[config.mk]
export PLATFORM = sky130hd
export DESIGN_NAME = feed_sequence_gap_reorder_unit
export DESIGN_NICKNAME = d
export VERILOG_FILES = /design/src/fsgr_pkg.sv /design/src/fsgr_cell.sv /design/src/feed_sequence_gap_reorder_unit.sv
export SDC_FILE = /design/constraint.sdc
export NUM_CORES = 2
export LEC_CHECK = 0
export BUFFER_PORTS_ARGS = -buffer_cell sky130_fd_sc_hd__buf_2
export CORE_MARGIN = 1
export CORE_UTILIZATION = 40
export CTS_BUF_LIST = sky130_fd_sc_hd__clkbuf_4 sky130_fd_sc_hd__clkbuf_8
export DETAILED_ROUTE_END_ITERATION = 12
export GPL_TIMING_DRIVEN = 0
export PLACE_DENSITY = 0.53
export SLEW_MARGIN = 25
export SYNTH_ARGS = -nofsm -noshare
export SYNTH_HDL_FRONTEND = slang
export SYNTH_SLANG_ARGS = --single-unit
export TNS_END_PERCENT = 50
[constraint.sdc]
create_clock -name clk -period 10 [get_ports clk]
set_clock_uncertainty 0.2 [all_clocks]
set_input_delay 1 -clock clk [delete_from_list [all_inputs] [get_ports clk]]
set_output_delay 1 -clock clk [all_outputs]
set_load 0.03 [all_outputs]
[src/fsgr_pkg.sv]
// ----------------------------------------------------------------------------
// fsgr_pkg
// Types, constants and defaults shared by the gap reorder unit and its cells.
// ----------------------------------------------------------------------------
package fsgr_pkg;

    localparam int GAP_DEPTH_DEF   = 16;
    localparam int HANDLE_BITS_DEF = 16;

    localparam logic [4:0]  GAP_LIMIT_RST = 5'd16;
    localparam logic [31:0] TTL_TICKS_RST = 32'd1000000;
    localparam logic [15:0] FIRST_EXP_RST = 16'd1;

    localparam logic [1:0] CFG_GAP_LIMIT = 2'd0;
    localparam logic [1:0] CFG_TTL_TICKS = 2'd1;
    localparam logic [1:0] CFG_FIRST_EXP = 2'd2;

    localparam logic [2:0] KIND_DELIVER = 3'd0;
    localparam logic [2:0] KIND_DUP     = 3'd1;
    localparam logic [2:0] KIND_HELD    = 3'd2;
    localparam logic [2:0] KIND_EVICT   = 3'd3;
    localparam logic [2:0] KIND_EXPIRE  = 3'd4;

    typedef struct packed {
        logic        func;
        logic [15:0] tracking_number;
        logic [15:0] msg_handle;
        logic [31:0] now_time;
    } fsgr_in_t;

    typedef struct packed {
        logic [2:0]  kind;
        logic [15:0] out_number;
        logic [15:0] out_handle;
        logic        last;
    } fsgr_out_t;

    typedef struct packed {
        logic        shl;
        logic        all;
        logic        ins;
        logic [16:0] target;
        logic [15:0] num;
        logic [31:0] stamp;
    } fsgr_ctl_t;

endpackage

[src/fsgr_cell.sv]
// ----------------------------------------------------------------------------
// fsgr_cell
// One slot of the sorted gap store; shifts left on removal, right on insert.
// ----------------------------------------------------------------------------
module fsgr_cell
    import fsgr_pkg::*;
#(
    parameter int HANDLE_BITS = HANDLE_BITS_DEF
) (
    input  logic                   clk,
    input  logic                   rst_n,
    input  fsgr_ctl_t              ctl,
    input  logic [HANDLE_BITS-1:0] new_handle,
    input  logic                   l_valid,
    input  logic [15:0]            l_num,
    input  logic [HANDLE_BITS-1:0] l_handle,
    input  logic [31:0]            l_stamp,
    input  logic                   r_valid,
    input  logic [15:0]            r_num,
    input  logic [HANDLE_BITS-1:0] r_handle,
    input  logic [31:0]            r_stamp,
    output logic                   valid,
    output logic [15:0]            num,
    output logic [HANDLE_BITS-1:0] handle,
    output logic [31:0]            stamp,
    output logic                   match,
    output logic                   pos
);

    logic                   valid_reg;
    logic [15:0]            num_reg;
    logic [HANDLE_BITS-1:0] handle_reg;
    logic [31:0]            stamp_reg;
    logic                   take_r;
    logic                   take_new;
    logic                   take_l;

    always_comb
    begin
        take_r   = ctl.shl && (ctl.all || !valid_reg || {1'b0, num_reg} >= ctl.target);
        pos      = l_valid && (l_num < ctl.num) && (!valid_reg || num_reg > ctl.num);
        take_new = ctl.ins && pos;
        take_l   = ctl.ins && l_valid && (l_num > ctl.num);
        match    = valid_reg && !ctl.target[16] && (num_reg == ctl.target[15:0]);
    end

    always_ff @(posedge clk or negedge rst_n)
    begin
        if (!rst_n)
        begin
            valid_reg <= 1'b0;
        end
        else if (take_r)
        begin
            valid_reg <= r_valid;
        end
        else if (take_new)
        begin
            valid_reg <= 1'b1;
        end
        else if (take_l)
        begin
            valid_reg <= l_valid;
        end
    end

    always_ff @(posedge clk)
    begin
        if (take_r)
        begin
            num_reg    <= r_num;
            handle_reg <= r_handle;
            stamp_reg  <= r_stamp;
        end
        else if (take_new)
        begin
            num_reg    <= ctl.num;
            handle_reg <= new_handle;
            stamp_reg  <= ctl.stamp;
        end
        else if (take_l)
        begin
            num_reg    <= l_num;
            handle_reg <= l_handle;
            stamp_reg  <= l_stamp;
        end
    end

    assign valid  = valid_reg;
    assign num    = num_reg;
    assign handle = handle_reg;
    assign stamp  = stamp_reg;

endmodule

[src/feed_sequence_gap_reorder_unit.sv]
// ----------------------------------------------------------------------------
// feed_sequence_gap_reorder_unit
// Puts a merged message stream in tracking-number order using a sorted gap
// store built as a row of shifting cells.
// ----------------------------------------------------------------------------
// One item is worked at a time. An item is first accepted; then expired
// entries are removed from the head of the store one by one until the first
// live entry is found, the message is decided (a held one takes an extra
// insert step), for an in-order message the held entries that follow it are
// drained one by one until the drain ends, and the final result is flushed.
// The cell row removes or inserts one entry per cycle, which sets the
// per-result pace; a stalled output pauses the sequencer.
module feed_sequence_gap_reorder_unit
    import fsgr_pkg::*;
#(
    parameter int GAP_DEPTH   = GAP_DEPTH_DEF,
    parameter int HANDLE_BITS = HANDLE_BITS_DEF
) (
    input  logic        clk,
    input  logic        rst_n,
    input  logic        in_valid,
    output logic        in_stall,
    input  fsgr_in_t    in_item,
    output logic        out_valid,
    input  logic        out_stall,
    output fsgr_out_t   out_item,
    input  logic        cfg_we,
    input  logic [1:0]  cfg_index,
    input  logic [31:0] cfg_data
);

    localparam int CW = $clog2(GAP_DEPTH + 1);
    localparam int LW = CW + 5;

    typedef enum logic [2:0] {S_IDLE, S_EXP, S_MSG, S_INS, S_DRAIN, S_FIN} state_t;

    state_t          state_reg, state_next;
    fsgr_in_t        item_reg;
    logic [16:0]     exp_reg, exp_next;
    logic [CW-1:0]   count_reg, count_next;
    logic            hold_valid_reg, hold_valid_next;
    fsgr_out_t       hold_reg;
    logic            out_valid_reg, out_valid_next;
    fsgr_out_t       out_reg;
    logic [4:0]      gap_limit_reg;
    logic [31:0]     ttl_reg;

    fsgr_ctl_t              ctl;
    logic [HANDLE_BITS-1:0] new_h;
    logic                   cv [GAP_DEPTH];
    logic [15:0]            cn [GAP_DEPTH];
    logic [HANDLE_BITS-1:0] ch [GAP_DEPTH];
    logic [31:0]            cs [GAP_DEPTH];
    logic [GAP_DEPTH-1:0]   mt;
    logic [GAP_DEPTH-1:0]   ps;

    logic            emit_ok;
    logic            do_emit;
    logic            do_flush;
    fsgr_out_t       res;
    logic [31:0]     age;
    logic            expired;
    logic [LW-1:0]   lim;
    logic [HANDLE_BITS-1:0] hit_h;
    logic [16:0]     tn17;

    assign new_h = HANDLE_BITS'({{HANDLE_BITS{1'b0}}, item_reg.msg_handle});

    genvar g;
    generate
        for (g = 0; g < GAP_DEPTH; g++)
        begin : g_cell
            logic                   lv, rv;
            logic [15:0]            ln, rn;
            logic [HANDLE_BITS-1:0] lh, rh;
            logic [31:0]            ls, rs;
            if (g == 0)
            begin : g_left0
                assign lv = 1'b1;
                assign ln = '0;
                assign lh = '0;
                assign ls = '0;
            end
            else
            begin : g_leftn
                assign lv = cv[g-1];
                assign ln = cn[g-1];
                assign lh = ch[g-1];
                assign ls = cs[g-1];
            end
            if (g == GAP_DEPTH - 1)
            begin : g_rightl
                assign rv = 1'b0;
                assign rn = '0;
                assign rh = '0;
                assign rs = '0;
            end
            else
            begin : g_rightn
                assign rv = cv[g+1];
                assign rn = cn[g+1];
                assign rh = ch[g+1];
                assign rs = cs[g+1];
            end
            fsgr_cell #(.HANDLE_BITS(HANDLE_BITS)) u_cell (
                .clk        (clk),
                .rst_n      (rst_n),
                .ctl        (ctl),
                .new_handle (new_h),
                .l_valid    (lv),
                .l_num      (ln),
                .l_handle   (lh),
                .l_stamp    (ls),
                .r_valid    (rv),
                .r_num      (rn),
                .r_handle   (rh),
                .r_stamp    (rs),
                .valid      (cv[g]),
                .num        (cn[g]),
                .handle     (ch[g]),
                .stamp      (cs[g]),
                .match      (mt[g]),
                .pos        (ps[g])
            );
        end
    endgenerate

    always_comb
    begin
        hit_h = '0;
        for (int i = 0; i < GAP_DEPTH; i++)
        begin
            if (mt[i])
            begin
                hit_h = hit_h | ch[i];
            end
        end
    end

    always_comb
    begin
        tn17    = {1'b0, item_reg.tracking_number};
        age     = item_reg.now_time - cs[0];
        expired = cv[0] && (age > ttl_reg);
        emit_ok = !hold_valid_reg || !out_valid_reg || !out_stall;
        if (gap_limit_reg == 5'd0)
        begin
            lim = LW'(1);
        end
        else if (LW'(gap_limit_reg) > LW'(GAP_DEPTH))
        begin
            lim = LW'(GAP_DEPTH);
        end
        else
        begin
            lim = LW'(gap_limit_reg);
        end

        ctl        = '0;
        ctl.target = exp_reg;
        ctl.num    = item_reg.tracking_number;
        ctl.stamp  = item_reg.now_time;
        do_emit    = 1'b0;
        do_flush   = 1'b0;
        res        = '0;
        state_next = state_reg;
        exp_next   = exp_reg;
        count_next = count_reg;

        case (state_reg)
            S_IDLE:
            begin
                if (in_valid)
                begin
                    state_next = S_EXP;
                end
            end
            S_EXP:
            begin
                if (expired)
                begin
                    if (emit_ok)
                    begin
                        do_emit    = 1'b1;
                        res        = '{KIND_EXPIRE, cn[0], 16'({16'b0, ch[0]}), 1'b0};
                        ctl.shl    = 1'b1;
                        ctl.all    = 1'b1;
                        count_next = count_reg - CW'(1);
                    end
                end
                else if (!item_reg.func)
                begin
                    state_next = S_MSG;
                end
                else
                begin
                    state_next = S_FIN;
                end
            end
            S_MSG:
            begin
                res = '{KIND_DELIVER, item_reg.tracking_number, 16'({16'b0, new_h}), 1'b0};
                if (item_reg.tracking_number == 16'd0)
                begin
                    if (emit_ok)
                    begin
                        do_emit    = 1'b1;
                        state_next = S_FIN;
                    end
                end
                else if (tn17 < exp_reg)
                begin
                    res.kind = KIND_DUP;
                    if (emit_ok)
                    begin
                        do_emit    = 1'b1;
                        state_next = S_FIN;
                    end
                end
                else if (tn17 > exp_reg)
                begin
                    if (LW'(count_reg) >= lim && count_reg != '0)
                    begin
                        res = '{KIND_EVICT, cn[0], 16'({16'b0, ch[0]}), 1'b0};
                        if (emit_ok)
                        begin
                            do_emit    = 1'b1;
                            ctl.shl    = 1'b1;
                            ctl.all    = 1'b1;
                            count_next = count_reg - CW'(1);
                            state_next = S_INS;
                        end
                    end
                    else
                    begin
                        state_next = S_INS;
                    end
                end
                else
                begin
                    if (emit_ok)
                    begin
                        do_emit    = 1'b1;
                        exp_next   = exp_reg + 17'd1;
                        state_next = S_DRAIN;
                    end
                end
            end
            S_INS:
            begin
                res = '{KIND_DUP, item_reg.tracking_number,
                        16'({16'b0, new_h}), 1'b0};
                if (|ps)
                begin
                    res.kind = KIND_HELD;
                end
                if (emit_ok)
                begin
                    do_emit    = 1'b1;
                    state_next = S_FIN;
                    if (|ps)
                    begin
                        ctl.ins    = 1'b1;
                        count_next = count_reg + CW'(1);
                    end
                end
            end
            S_DRAIN:
            begin
                if (|mt)
                begin
                    res = '{KIND_DELIVER, exp_reg[15:0], 16'({16'b0, hit_h}), 1'b0};
                    if (emit_ok)
                    begin
                        do_emit    = 1'b1;
                        ctl.shl    = 1'b1;
                        count_next = count_reg - CW'(1);
                        exp_next   = exp_reg + 17'd1;
                    end
                end
                else
                begin
                    state_next = S_FIN;
                end
            end
            S_FIN:
            begin
                if (!hold_valid_reg)
                begin
                    state_next = S_IDLE;
                end
                else if (!out_valid_reg || !out_stall)
                begin
                    do_flush   = 1'b1;
                    state_next = S_IDLE;
                end
            end
            default:
            begin
                state_next = S_IDLE;
            end
        endcase

        hold_valid_next = hold_valid_reg;
        out_valid_next  = out_valid_reg && out_stall;
        if (do_emit)
        begin
            hold_valid_next = 1'b1;
            if (hold_valid_reg)
            begin
                out_valid_next = 1'b1;
            end
        end
        if (do_flush)
        begin
            hold_valid_next = 1'b0;
            out_valid_next  = 1'b1;
        end
    end

    always_ff @(posedge clk or negedge rst_n)
    begin
        if (!rst_n)
        begin
            state_reg      <= S_IDLE;
            exp_reg        <= {1'b0, FIRST_EXP_RST};
            count_reg      <= '0;
            hold_valid_reg <= 1'b0;
            out_valid_reg  <= 1'b0;
            gap_limit_reg  <= GAP_LIMIT_RST;
            ttl_reg        <= TTL_TICKS_RST;
        end
        else
        begin
            state_reg      <= state_next;
            count_reg      <= count_next;
            hold_valid_reg <= hold_valid_next;
            out_valid_reg  <= out_valid_next;
            if (cfg_we && cfg_index == CFG_FIRST_EXP)
            begin
                exp_reg <= {1'b0, cfg_data[15:0]};
            end
            else
            begin
                exp_reg <= exp_next;
            end
            if (cfg_we && cfg_index == CFG_GAP_LIMIT)
            begin
                gap_limit_reg <= cfg_data[4:0];
            end
            if (cfg_we && cfg_index == CFG_TTL_TICKS)
            begin
                ttl_reg <= cfg_data;
            end
        end
    end

    always_ff @(posedge clk)
    begin
        if (state_reg == S_IDLE && in_valid)
        begin
            item_reg <= in_item;
        end
        if (do_emit)
        begin
            hold_reg <= res;
            if (hold_valid_reg)
            begin
                out_reg <= hold_reg;
            end
        end
        else if (do_flush)
        begin
            out_reg <= '{hold_reg.kind, hold_reg.out_number, hold_reg.out_handle, 1'b1};
        end
    end

    assign in_stall  = (state_reg != S_IDLE);
    assign out_valid = out_valid_reg;
    assign out_item  = out_reg;

    a_count_bound: assert property (@(posedge clk) disable iff (!rst_n)
        count_reg <= CW'(GAP_DEPTH))
        else $error("held count beyond store depth");

    a_packed: assert property (@(posedge clk) disable iff (!rst_n)
        !cv[0] |-> count_reg == '0)
        else $error("empty head cell while entries counted");

    a_idle_flushed: assert property (@(posedge clk) disable iff (!rst_n)
        state_reg == S_IDLE |-> !hold_valid_reg)
        else $error("pending result left at item end");

    a_one_action: assert property (@(posedge clk) disable iff (!rst_n)
        !(ctl.shl && ctl.ins))
        else $error("remove and insert in the same cycle");

endmodule
# ---- Word level (Yosys, flattened, before mapping)
# Index checks and enable logic that the tools add are counted.
dict set report word_totals {
  regBits 1241
  in_bits 104
}
dict set report op_classes {
  n_addsub 4
  n_lt_le_gt_ge 54
  n_eq_ne 42
  mux 277
  bitwise 15
  n_reduce_logical 236
}
# op n
set op_table {}
lappend op_table {{16-bit two-way mux} 109}
lappend op_table {{32-bit two-way mux} 47}
lappend op_table {{16-bit by 17-bit greater-or-equal comparator with 1-bit output} 16}
lappend op_table {{16-bit equality test} 16}
lappend op_table {{16-bit greater-than comparator} 16}
lappend op_table {{16-bit less-than comparator} 15}
lappend op_table {{16-bit bitwise OR} 15}
lappend op_table {{36-bit two-way mux} 6}
lappend op_table {{36-bit one-hot mux with 4 select lines} 1}
lappend op_table {{1-bit logical AND} 133}
lappend op_table {{17-bit two-way mux} 6}
lappend op_table {{35-bit two-way mux} 2}
lappend op_table {{1-bit two-way mux} 66}
lappend op_table {{33-bit two-way mux} 2}
lappend op_table {{5-bit two-way mux} 11}
lappend op_table {{3-bit nonzero test} 18}
lappend op_table {{1-bit logical OR} 51}
lappend op_table {{3-bit two-way mux} 14}
lappend op_table {{17-bit one-hot mux with 2 select lines} 1}
lappend op_table {{32-bit greater-than comparator} 1}
lappend op_table {{16-bit OR reduction} 2}
lappend op_table {{32-bit subtractor} 1}
lappend op_table {{2-bit inequality test, second input constant} 12}
lappend op_table {{1-bit zero test} 20}
lappend op_table {{33 further kinds} 47}

# ---- Logic depth before layout (Yosys ltp)
dict set report logic_depth {
  depth_word 36
  mapped_depth 28
  mapped_depth_nobuf 25
}

# ---- Cells and area by module
# From an unflattened synthesis, not the netlist that was laid out.
dict set report unflattened {
  cells_unflattened 9057
  area_unflattened_um2 88997.9
}
# mod instances cells_each area_per_inst_um2 seq_area_each_um2
set modules_own_cells {}
lappend modules_own_cells {{fsgr_cell at g_cell[0].u_cell ...} 9 444 4524.3 1946.9}
lappend modules_own_cells {{fsgr_cell at g_cell[3].u_cell ...} 7 561 5156.2 1946.9}
lappend modules_own_cells {feed_sequence_gap_reorder_unit 1 1134 12185.4 5696.7}

# ---- Least setup slack after synthesis
# No wires, ideal clock.
dict set report synth_path {
  path_type {register to register}
  startpoint {reg item_reg, in the netlist ctl[43]}
  endpoint {reg g_cell[8].u_cell.handle_reg[0] (enable)}
  setup_ns 0.574
  arrival_ns 7.739
  required_ns 9.226
  setup_slack_ns 1.487
  stages_incl_launch_ff 14
  n_path_buf 1
  period_less_slack_ns 8.513
  path_cell_list {edfxtp_1 inv_1 ha_1 a21oi_1 a21oi_1 a2111oi_0 nand3_1 or4b_2 and3b_1 nand4_1 or2_2 clkbuf_1 nand2_1 o21ai_0}
}
dict set report synth_via {
  elab_chain_len 10
}
# item line_no
set synth_rtl {}
lappend synth_rtl {{from (decl)} feed_sequence_gap_reorder_unit.sv:38} ;# fsgr_in_t item_reg;
lappend synth_rtl {{from (signal assigned)} feed_sequence_gap_reorder_unit.sv:362} ;# item_reg <= in_item;
lappend synth_rtl {{16-bit greater-than comparator (tied with other cells)} fsgr_cell.sv:41} ;# pos = l_valid && (l_num < ctl.num) && (!valid_reg || num_reg > ctl.num);
lappend synth_rtl {{1-bit logical OR / 1-bit logical AND (equally long branches)} fsgr_cell.sv:41}
lappend synth_rtl {{1-bit logical AND} fsgr_cell.sv:41}
lappend synth_rtl {{16-bit OR reduction} feed_sequence_gap_reorder_unit.sv:261} ;# if (|ps)
lappend synth_rtl {{1-bit two-way mux} feed_sequence_gap_reorder_unit.sv:261}
lappend synth_rtl {{1-bit two-way mux} feed_sequence_gap_reorder_unit.sv:257} ;# if (emit_ok)
lappend synth_rtl {{1-bit two-way mux} feed_sequence_gap_reorder_unit.sv:170} ;# case (state_reg)
lappend synth_rtl {{1-bit logical AND (2 in a row)} fsgr_cell.sv:43} ;# take_l = ctl.ins && l_valid && (l_num > ctl.num);
lappend synth_rtl {{3-bit nonzero test (no source line) *} n/a}
lappend synth_rtl {{to (signal assigned)} fsgr_cell.sv:72} ;# handle_reg <= r_handle;
lappend synth_rtl {{to (signal assigned)} fsgr_cell.sv:78} ;# handle_reg <= new_handle;
lappend synth_rtl {{to (signal assigned)} fsgr_cell.sv:84} ;# handle_reg <= l_handle;
lappend synth_rtl {{to (decl)} fsgr_cell.sv:32} ;# logic [HANDLE_BITS-1:0] handle_reg;
# Every way passes the cells marked *; elsewhere a longest branch is shown, timed or not.
# A chain may end at the register's enable or synchronous reset.

# ---- Worst setup path in the final report
dict set report layout_path {
  startpoint {reg item_reg, in the netlist ctl[10]}
  endpoint {reg g_cell[5].u_cell.stamp_reg[9] (enable)}
}
dict set report layout_via {
  elab_chain_len 9
}
# item line_no
set layout_rtl {}
lappend layout_rtl {{32-bit subtractor *} feed_sequence_gap_reorder_unit.sv:143} ;# age = item_reg.now_time - cs[0];
lappend layout_rtl {{32-bit greater-than comparator *} feed_sequence_gap_reorder_unit.sv:144} ;# expired = cv[0] && (age > ttl_reg);
lappend layout_rtl {{1-bit logical AND *} feed_sequence_gap_reorder_unit.sv:144}
lappend layout_rtl {{2-bit two-way mux *} feed_sequence_gap_reorder_unit.sv:180} ;# if (expired)
lappend layout_rtl {{1-bit one-hot mux with 2 select lines} feed_sequence_gap_reorder_unit.sv:170}
lappend layout_rtl {{1-bit logical OR (2 in a row)} fsgr_cell.sv:40} ;# take_r = ctl.shl && (ctl.all || !valid_reg || {1'b0, num_reg} >= ctl.target);
lappend layout_rtl {{1-bit logical AND *} fsgr_cell.sv:40}
lappend layout_rtl {{3-bit nonzero test (no source line) *} n/a}
lappend layout_rtl {{to (signal assigned)} fsgr_cell.sv:73} ;# stamp_reg <= r_stamp;
lappend layout_rtl {{to (signal assigned)} fsgr_cell.sv:79} ;# stamp_reg <= ctl.stamp;
lappend layout_rtl {{to (signal assigned)} fsgr_cell.sv:85} ;# stamp_reg <= l_stamp;
lappend layout_rtl {{to (decl)} fsgr_cell.sv:33} ;# logic [31:0] stamp_reg;
# Marked as above.

==> flow_summary_export.csv <==
group,metric,value,unit
floorplanning,ios,142,
timing,hold_viol,0,
grt,grt_max_degree,55,
setup_path,crit_required,10.49,ns
synth,synth_nets,7292,
timing,period_minus_slack,9.782,ns
synth,netlist_top_cells_count,"edfxtp_1, mux2_2, nand2_1",
clock_network,clkTransAtPathRegs,0.06,ns
timing,finalSetupTns,0,ns
power_and_ir_drop,p_leak,33.30,nW
power_and_ir_drop,power_density,315.7,nW/µm²
synth,synth_cell_types,97,
route,drtIter0Drc,7629,
synth,yosysSeqAreaShare,0.4686,
synth,synth_area,77260,µm²
grt,overflow,0,
power_and_ir_drop,max-vdd-ir-drop,0.0001593,V
setup_path,worstPathArrival,10.27,ns
synth,synth_edf_count,1096,
clock_network,clock_sinks,1240,
grt,grt_pass1_wl,464400,µm
finish,largest_reg_flops,512,
setup_path,end_kind,"flip-flop",
route,met3_length,32280,µm
setup_path,slowest_stage,"o31ai_4",
setup_path,start_kind,"flip-flop",
synth,synth_most_common_cell,"edfxtp_1",
setup_path,crit_family,"compound AO/OA/AOI/OAI gates",
timing,max_freq,102.2,MHz
setup_path,cp_max_fo,29,
route,met2_wirelength,145700,µm
synth,synth_largest_type_area_fraction,0.4260,
route,antenna_left,0,
grt,antenna_found_initial,23,
placement,place.gp.congestion,1.019,
power_and_ir_drop,power.total,27.92,mW
grt,grt_usage,0.3370,
timing,max-slew-margin-rel,0.1684,
timing,rsz0062_at_grt,"no",
timing,finalCritPeriodShare,0.9782,
outcome,outcome,"complete, no violations",
floorplanning,die_area,194900,µm²
synth,synth_cells,6586,
setup_path,crit_type,"flip-flop to flip-flop",
timing,drv_slew,0,
placement,io_buffers,141,
timing,tightestPinTransition,1.247,ns
route,wl_per_cell,33.99,µm
route,top_layer,"met5",
synth,synth_ff_type,"edfxtp_1",
floorplanning,initial_utilization,0.4046,
finish,finalNetCount,7821,
synth,synth-seq-cells,1240,
floorplanning,rows,160,
job,cap_violations,0,
route,wl_met1,135400,µm
clock_network,cts_root_buf,"clkbuf_8",
worst_hold_path,hp-class,"primary input to flip-flop",
grt,first_global_vias,61230,
placement,dp.final_hpwl,244900,µm
route,wirelength,334400,µm
route,vias,61890,
route,drcViolationCount,0,
synth,syn_avg_cell_area,11.73,µm²
placement,place_inst,9316,
setup_path,cp.buffers_inverters,4,
synth,yosys_warnings,0,
floorplanning,core,191000,µm²
route,first_pass_iters,9,
finish,drive_gt1_frac,0.2469,
floorplanning,die_w,441.5,µm
synth,yosys-top-cells-area,"edfxtp_1, mux2_2, ha_1",
setup_path,rrSetupSlack,0.22,ns
clock_network,cts_tree,"built",
synth,async_flop_share,0.06452,
route,detail_route.vias_per_cell,6.289,
setup_path,max_stage_delay,0.72,ns
clock_network,cts_buffers,229,
timing,setup_viol,0,
clock_network,cts_buffer_depth,3,
clock_network,cts.htree.levels,4,
clock_network,insertion_delay,1.05,ns
finish,instances_no_fill,9840,
finish,area_delta_synth_final,14.45,%
floorplanning,fp.dieH,441.5,µm
synth,post-synth-top-area-cell,"edfxtp_1",
-- cells by family (layout without fill, tap and decap cells) --
kind of cell,Yosys count,count (layout),share of synthesized area
fa+ha+maj,602,602,0.09768
xor+xnor,46,46,0.005215
flops,1240,1240,0.4686
mux,1330,1330,0.1938
compound gates,1470,1470,0.1226
simple gates,1320,1320,0.07946
buf+inv,578,1302,0.03266
other cells,0,19,0
-- cells in the final DEF (no fill, tap or decap), types with 240 or more instances in the layout --
cell type and count:
clkbuf_8 242, buf_2 251, mux2_2 794, ha_1 600, nand2_1 627, mux2i_1 347
o21ai_0 553, edfxtp_1 1096, nor2_1 240, a21oi_1 267
-- final cells by class --
| cell class | count | area (µm²) |
|---|---|---|
| multi-input cells | 4768 | 38800 |
| diodes | 19 | 47.55 |
| plain buffers | 416 | 1978 |
| repair buffers | 298 | 3098 |
| clock buffers | 307 | 3819 |
| inverters | 162 | 608.1 |
| flip-flops and latches | 1240 | 36210 |
| well taps | 2511 | 3142 |
| fillers | 17800 | 102600 |
| clock inverters | 119 | 723.2 |
-- metrics by stage --
step	hold WS, ns	cell area (µm²)	setup WS, ns	utilization
after floorplan	0.2003	77260	1.487	-
after global routing	0.03352	88390	0.02907	0.4628
final	0.07533	88430	0.2179	0.4630
after detailed placement	0.2045	83010	-0.8553	0.4347
after global placement	0.2010	81110	-7.267	0.4247
after CTS	0.001012	88360	0.05910	0.4627
-- worst paths after layout --
| kind | from | to | cells past startpoint |
|---|---|---|---|
| setup reg to reg | ctl[10] | g_cell[5].u_cell.stamp[9] | 25 |
| hold / removal | cfg_data[21] | ttl_reg[21] | 2 |
| hold reg to reg | hold_reg[17] | out_item[17] | 0 |
| min in group asynchronous | rst_n | ttl_reg[4] | 2 |
| max in group asynchronous | rst_n | g_cell[3].u_cell.valid | 3 |
| setup / recovery | ctl[10] | g_cell[5].u_cell.stamp[9] | 25 |
-- report_power, final --
part	switching [mW]	leakage (nW)	internal, mW
combinational	7.80	19.4	4.83
sequential	1.61	11.5	8.63
clock	2.44	2.40	2.61
total	11.9	33.3	16.1
-- routing by layer --
layer  vias up  track usage
met5         -     0.005621
met4        10       0.1885
met3       891      0.08331
met2      3437       0.5144
met1     31080       0.4354
li1      26470            -
-- timing repair --
action	4_1_cts	5_1_grt
endpoints found under the setup margin	994	151
setup buffers	3	0
gates resized for setup	5	3
gates cloned	0	0
pin swaps	1	1
endpoints found under the hold margin	108	0
hold buffers	76	0
No activity file was read; power rests on OpenSTA's default activity.
